==> src/rtl/bta_pkg.sv <==
// ----------------------------------------------------------------------------
// bta_pkg
// shared constants, codes and controller/datapath types of the heap allocator
// ----------------------------------------------------------------------------
package bta_pkg;

  localparam int HEAP_BYTES = 65536;
  localparam int HEAP_WORDS = HEAP_BYTES / 4;
  localparam int WORD_AW    = $clog2(HEAP_WORDS);
  localparam int PTR_W      = $clog2(HEAP_BYTES) + 2;
  localparam int DATA_W     = 32;
  localparam int CHUNK_W    = 17;
  localparam int REQ_W      = 16;
  localparam int ADDR_W     = 16;
  localparam int STAT_W     = 2;

  localparam logic [CHUNK_W-1:0] CHUNK_RESET = CHUNK_W'(4096);
  localparam logic [PTR_W-1:0]   HEAP_LIM    = PTR_W'(HEAP_BYTES);

  localparam logic CMD_ALLOC = 1'b0;
  localparam logic CMD_FREE  = 1'b1;

  localparam logic [STAT_W-1:0] ST_OK   = 2'd0;
  localparam logic [STAT_W-1:0] ST_ZERO = 2'd1;
  localparam logic [STAT_W-1:0] ST_OOM  = 2'd2;

  typedef enum logic [5:0] {
    OP_NOP, OP_LOAD, OP_INIT0, OP_INIT1, OP_INIT2, OP_INIT3,
    OP_GSIZE_CHUNK, OP_GSIZE_EXT, OP_G1, OP_G2, OP_G3,
    OP_WALK_START, OP_RD_HDR, OP_TAKE, OP_STEP,
    OP_R1, OP_R2, OP_RD_PFT, OP_M_PREV, OP_M_NEXT,
    OP_MA1, OP_MA2, OP_MB1, OP_MB2, OP_MC1, OP_MC2,
    OP_P1, OP_P2, OP_P3, OP_P4, OP_ST_ZERO, OP_ST_OOM, OP_EMIT
  } op_t;

  typedef struct packed {
    op_t op;
  } bta_cmd_t;

  typedef struct packed {
    logic ready;
    logic cmd_free;
    logic req_zero;
    logic p_lt_brk;
    logic rsize_zero;
    logic ralloc;
    logic fit;
    logic match;
    logic grow_ok;
    logic split;
    logic pa;
    logic na;
  } bta_stat_t;

  // boundary tag word: size in bytes with the allocated flag in bit 0
  function automatic logic [DATA_W-1:0] make_tag(logic [PTR_W-1:0] sz, logic a);
    return {{(DATA_W-PTR_W){1'b0}}, sz[PTR_W-1:1], a};
  endfunction

endpackage

==> src/rtl/bta_ctrl.sv <==
// ----------------------------------------------------------------------------
// bta_ctrl
// sequencer for init, first-fit walk, grow, coalesce, place and free
// ----------------------------------------------------------------------------
module bta_ctrl
  import bta_pkg::*;
(
  input  logic      clk,
  input  logic      rst,
  input  logic      in_valid,
  output logic      in_stall,
  output logic      out_valid,
  input  logic      out_stall,
  output bta_cmd_t  dcmd,
  input  bta_stat_t dstat
);

  typedef enum logic [4:0] {
    S_IDLE, S_DISPATCH, S_INIT1, S_INIT2, S_INIT3, S_GSETC, S_ZCHK,
    S_WCHK, S_WEVAL, S_GSETX, S_GROW, S_G2, S_G3, S_REL1, S_REL2,
    S_M1, S_M2, S_M3, S_MDEC, S_MA2, S_MB2, S_MC2, S_MEND,
    S_PLACE1, S_PLACE2, S_PLACE3, S_PLACE4, S_EMIT
  } state_t;

  typedef enum logic [1:0] {CTX_INIT, CTX_ALLOC, CTX_FREE} ctx_t;

  state_t state, state_next;
  ctx_t   ctx, ctx_next;
  logic   emit;

  assign in_stall = (state != S_IDLE);
  assign emit     = (dcmd.op == OP_EMIT);

  always_comb begin
    state_next = state;
    ctx_next   = ctx;
    dcmd.op    = OP_NOP;
    unique case (state)
      S_IDLE: if (in_valid) begin
        dcmd.op    = OP_LOAD;
        state_next = S_DISPATCH;
      end
      S_DISPATCH: begin
        if (dstat.cmd_free) begin
          if (!dstat.ready) begin
            state_next = S_EMIT;
          end else begin
            dcmd.op    = OP_WALK_START;
            state_next = S_WCHK;
          end
        end else if (!dstat.ready) begin
          dcmd.op    = OP_INIT0;
          state_next = S_INIT1;
        end else begin
          state_next = S_ZCHK;
        end
      end
      S_INIT1: begin dcmd.op = OP_INIT1; state_next = S_INIT2; end
      S_INIT2: begin dcmd.op = OP_INIT2; state_next = S_INIT3; end
      S_INIT3: begin dcmd.op = OP_INIT3; state_next = S_GSETC; end
      S_GSETC: begin
        dcmd.op    = OP_GSIZE_CHUNK;
        ctx_next   = CTX_INIT;
        state_next = S_GROW;
      end
      S_ZCHK: begin
        if (dstat.req_zero) begin
          dcmd.op    = OP_ST_ZERO;
          state_next = S_EMIT;
        end else begin
          dcmd.op    = OP_WALK_START;
          state_next = S_WCHK;
        end
      end
      S_WCHK: begin
        if (!dstat.p_lt_brk) begin
          state_next = dstat.cmd_free ? S_EMIT : S_GSETX;
        end else begin
          dcmd.op    = OP_RD_HDR;
          state_next = S_WEVAL;
        end
      end
      S_WEVAL: begin
        if (dstat.rsize_zero) begin
          state_next = dstat.cmd_free ? S_EMIT : S_GSETX;
        end else if (!dstat.cmd_free) begin
          if (!dstat.ralloc && dstat.fit) begin
            dcmd.op    = OP_TAKE;
            state_next = S_PLACE1;
          end else begin
            dcmd.op    = OP_STEP;
            state_next = S_WCHK;
          end
        end else if (dstat.match) begin
          if (dstat.ralloc) begin
            dcmd.op    = OP_TAKE;
            state_next = S_REL1;
          end else begin
            state_next = S_EMIT;
          end
        end else begin
          dcmd.op    = OP_STEP;
          state_next = S_WCHK;
        end
      end
      S_GSETX: begin
        dcmd.op    = OP_GSIZE_EXT;
        ctx_next   = CTX_ALLOC;
        state_next = S_GROW;
      end
      S_GROW: begin
        if (dstat.grow_ok) begin
          dcmd.op    = OP_G1;
          state_next = S_G2;
        end else if (ctx == CTX_INIT) begin
          state_next = S_ZCHK;
        end else begin
          dcmd.op    = OP_ST_OOM;
          state_next = S_EMIT;
        end
      end
      S_G2: begin dcmd.op = OP_G2; state_next = S_G3; end
      S_G3: begin dcmd.op = OP_G3; state_next = S_M1; end
      S_REL1: begin dcmd.op = OP_R1; state_next = S_REL2; end
      S_REL2: begin
        dcmd.op    = OP_R2;
        ctx_next   = CTX_FREE;
        state_next = S_M1;
      end
      S_M1: begin dcmd.op = OP_RD_PFT; state_next = S_M2; end
      S_M2: begin dcmd.op = OP_M_PREV; state_next = S_M3; end
      S_M3: begin dcmd.op = OP_M_NEXT; state_next = S_MDEC; end
      S_MDEC: begin
        if (dstat.pa && dstat.na) begin
          state_next = S_MEND;
        end else if (dstat.pa) begin
          dcmd.op    = OP_MA1;
          state_next = S_MA2;
        end else if (dstat.na) begin
          dcmd.op    = OP_MB1;
          state_next = S_MB2;
        end else begin
          dcmd.op    = OP_MC1;
          state_next = S_MC2;
        end
      end
      S_MA2: begin dcmd.op = OP_MA2; state_next = S_MEND; end
      S_MB2: begin dcmd.op = OP_MB2; state_next = S_MEND; end
      S_MC2: begin dcmd.op = OP_MC2; state_next = S_MEND; end
      S_MEND: begin
        unique case (ctx)
          CTX_INIT:  state_next = S_ZCHK;
          CTX_ALLOC: state_next = S_PLACE1;
          default:   state_next = S_EMIT;
        endcase
      end
      S_PLACE1: begin dcmd.op = OP_P1; state_next = S_PLACE2; end
      S_PLACE2: begin
        dcmd.op    = OP_P2;
        state_next = dstat.split ? S_PLACE3 : S_EMIT;
      end
      S_PLACE3: begin dcmd.op = OP_P3; state_next = S_PLACE4; end
      S_PLACE4: begin dcmd.op = OP_P4; state_next = S_EMIT; end
      S_EMIT: if (!out_valid || !out_stall) begin
        dcmd.op    = OP_EMIT;
        state_next = S_IDLE;
      end
      default: state_next = S_IDLE;
    endcase
  end

  always_ff @(posedge clk) begin
    if (rst) begin
      state     <= S_IDLE;
      ctx       <= CTX_INIT;
      out_valid <= 1'b0;
    end else begin
      state     <= state_next;
      ctx       <= ctx_next;
      out_valid <= emit || (out_valid && out_stall);
    end
  end

endmodule

==> config.mk <==
export PLATFORM = sky130hd
export DESIGN_NAME = bta_ctrl
export DESIGN_NICKNAME = d
export VERILOG_FILES = /design/src/rtl/bta_pkg.sv /design/src/rtl/bta_ctrl.sv
export SDC_FILE = /design/constraint.sdc
export NUM_CORES = 1
export LEC_CHECK = 0
export BUFFER_PORTS_ARGS = -buffer_cell sky130_fd_sc_hd__buf_4
export CORE_ASPECT_RATIO = 0.5
export CORE_MARGIN = 10
export CORE_UTILIZATION = 45
export CTS_BUF_LIST = sky130_fd_sc_hd__clkbuf_4 sky130_fd_sc_hd__clkbuf_8 sky130_fd_sc_hd__clkbuf_16
export CTS_CLUSTER_SIZE = 10
export DETAILED_ROUTE_END_ITERATION = 10
export GPL_ROUTABILITY_DRIVEN = 0
export GPL_TIMING_DRIVEN = 0
export PLACE_DENSITY = 0.65
export SETUP_SLACK_MARGIN = 0.15
export SYNTH_ARGS = -nofsm -noshare
export SYNTH_HDL_FRONTEND = slang
export SYNTH_SLANG_ARGS = --single-unit
==> constraint.sdc <==
create_clock -name clk -period 2.6 [get_ports clk]
set_input_delay 0.52 -clock clk [delete_from_list [all_inputs] [get_ports clk]]
set_output_delay 0.52 -clock clk [all_outputs]
set_load 0.05 [all_outputs]
==> results.md <==
* Outcome: completed
* Post-synth EDFFs at 0
* Instance count of the mapped netlist at about 210
* Fin. Hold Viols at 0
* Max Clock Skew at 0.001170 ns
* Flop pwr share at between 10% and 20%
* Clock Sinks at 8
* Worst setup SP type: register
* Syn_nets at 232
* Final slew viol count at 0
* PortBufs at 21
* WS Path Type: register to primary output
* Hold Crit Class: register to register
* Pin count of the biggest net entering global routing at 11
* Placement Rows at 14
* Clock power share at approximately 7.3%
* Root buf cell: clkbuf_8
* H-tree levels at 1
* Post-route insts no fill at 284
* Final TNS setup at 0 ns
* Switch Pwr at approximately 1.1 mW
* Crit-path max FO at 8
* Minimum clock period at around 2.5 ns
* CP Buf/Inv Count at 2
* Boundary Pins at 24
* Hold_buf cts at 0
* Final setup viols at 0
* Max_slew headroom at 68.48%
* Wire length per cell at between 15 and 20 um
* Peak VDD IR at about 0.00052 V
* Die Width at slightly below 100 um
* Area of the mapped netlist at ~1400 um^2
* Critical path, cell by cell: buf_6 -> nor2b_1 -> nand3b_1 -> o21ai_1 -> or4b_1 -> buf_6
* Worst slew pin tran at between 0.4 and 0.5 ns
* P_leak at between 0.7 and 0.8 nW
* Clock transition at path regs at roughly 0.040 ns
* Filler cells at about 290
* TritonCTS Buffers at 3
* Initial Utilization at a little under half
* WHS at slightly below 0.6 ns
* Pre-antenna DRT Iters at 5
* Combinational fraction of design power at roughly 82%
* Share of the synthesized area in the top cell type at a little under an eighth
* Gr usage total at 17.54%
* PD cells at about 1100 nW/um^2
* DRT iter0 DRCs at around 370
* Vias per cell at 6.627
* Highest Clock Rate at around 400 MHz
* Post-Syn Area per Cell at roughly 6.6 um^2
* Die area at ~5800 um^2
* Cell taking the most area after synthesis: dfxtp_1
* Most frequent CP cell: buf_6
* Core Box Area at between 2000 and 3000 um^2
* Die Span Y at 59.25 um
* Synth-to-Final Area Change at 35.83%
* DP HPWL at 3971 um
* Period utilization at between 90% and 100%
* Slowest cell on the critical path: or4b_1
* Clock Path Buffers at 2
* Antenna Violating Nets Remaining at 0
* Dpl cells at 270
* Post-layout util at between 60% and 70%
* DR vias at 1882
* Post-synth ARST share at 0%
* CP delay by family, top: simple AND/OR/NAND/NOR gates
* CP arrival at 1.99 ns
* # diodes at 0
* Flops & latches, synth at 8
* Maxcap violations at 0
* WL final at about 5600 um
* RSZ-0062 raised after global routing: true
* Top_reg_cell synth: dfxtp_1
* Vias in the first global route at roughly 1700
* Sw frac at a little under three fifths
* Fin nets at 269
* Layout cells sized above 1 at 34.43%
* CTS tree: built
* Total grt overflow at 0
* P_int at between 0.8 and 0.9 mW
* CP max stage delay at between 0.5 and 0.6 ns
* Warnings from Yosys at 0
* Ranking of synthesized cells by area: dfxtp_1, a21oi_1, nor2_1
* Post-synthesis sequential area ratio at 11.55%
* First-pass GRT wire length at between 8000 and 9000 um
* DR DRC count at 0
* Initial antenna violation count at 0
* Crit end category: primary output
* Reg-to-reg slack, setup at just over 0.8 ns
* Distinct cells, synth at 53
* Worst-skew pair later-pin latency at approximately 0.22 ns
* CP Data Required Time at 2.08 ns
-- timing repair --
action,4_1_cts,5_1_grt
pin swaps,5,11
gates resized for setup,19,26
gates cloned,0,1
setup buffers,0,10
endpoints found under the setup margin,4,5
-- metrics by stage --
step           setup WS, ns  area, um^2  power (mW)
3_3_place_gp        0.01042        1602       1.579
6_report            0.09119        1883       1.985
2_1_floorplan        0.2143        1394       1.202
4_1_cts              0.1016        1710       1.786
3_5_place_dp       -0.01622        1602       1.576
5_1_grt             0.04971        1883       2.079
-- sequential cells by signal, indices dropped and copies added, names as in the netlist --
signal and flops:
ctx 2, out_valid 1, state 5
-- cells in the mapped netlist (3+ instances only) --
cell / instances
a21oi_1: 24
nor2_1: 24
o21ai_0: 16
nand2_1: 15
a31oi_1: 8
buf_2: 8
dfxtp_1: 8
inv_1: 8
nor3_1: 8
ha_1: 7
nor2b_1: 7
buf_4: 6
nand2b_1: 5
nand3_1: 5
a32oi_1: 4
a211oi_1: 3
and2_1: 3
o31ai_1: 3
-- routing by layer --
metal	global-route usage, %	routed length (um)
met5	0	0
met1	23.11	2355
met3	7.451	898
met4	4.260	99
met2	25.63	2243
-- worst reg2reg max path: stages, from the launching register on --
cell and delay (ns):
dfxtp_2 0.34, buf_6 0.15, nor2b_1 0.16, a32oi_1 0.37, o21ai_0 0.15, a21oi_1 0.31
a31oi_1 0.16
-- power by group through the flow --
stage               Sequential (mW)  Combinational, mW  Clock [mW]
global placement              0.190               1.39           0
finish                        0.209               1.63       0.145
detailed placement            0.190               1.39           0
global route                  0.212               1.71       0.154
CTS                           0.198               1.44       0.148
floorplan                     0.178               1.02           0
-- path summary, 6_finish.rpt --
path             start   endpoint  depth (start not counted)
max           state[1]    dcmd[2]                          6
max reg2reg   state[1]   state[3]                          6
min reg2reg  out_valid  out_valid                          2
min          out_valid  out_valid                          2
-- cells in the final DEF, fill, tap and decap left out, drive strengths merged, types with 3 or more instances in the layout --
cell / count
inv: 7
clkbuf: 7
ha: 7
nand2b: 5
nor3: 9
and2: 3
o31ai: 3
nor2: 26
nor2b: 7
a32oi: 4
nand2: 15
o21ai: 18
nor4b: 3
dfxtp: 8
a211oi: 3
a21oi: 24
nand3: 5
a31oi: 8
buf: 47
-- cells by family after synthesis --
kind of cell / share of synthesized area (%)
simple gates: 33.48
buf+inv: 10.74
compound gates: 37.91
fa+ha+maj: 6.317
flops: 11.55
-- area by class of cell --
class	instances	area, um^2	area share (%)
multi-input combinational	174	1187	63.06
tap	40	50.05	2.658
sequential	8	170.2	9.037
timing repair buffer	32	256.5	13.62
inverter	8	38.79	2.060
clock buffer	3	41.29	2.193
buffer	19	138.9	7.375
(Power assumes the default switching activity.)
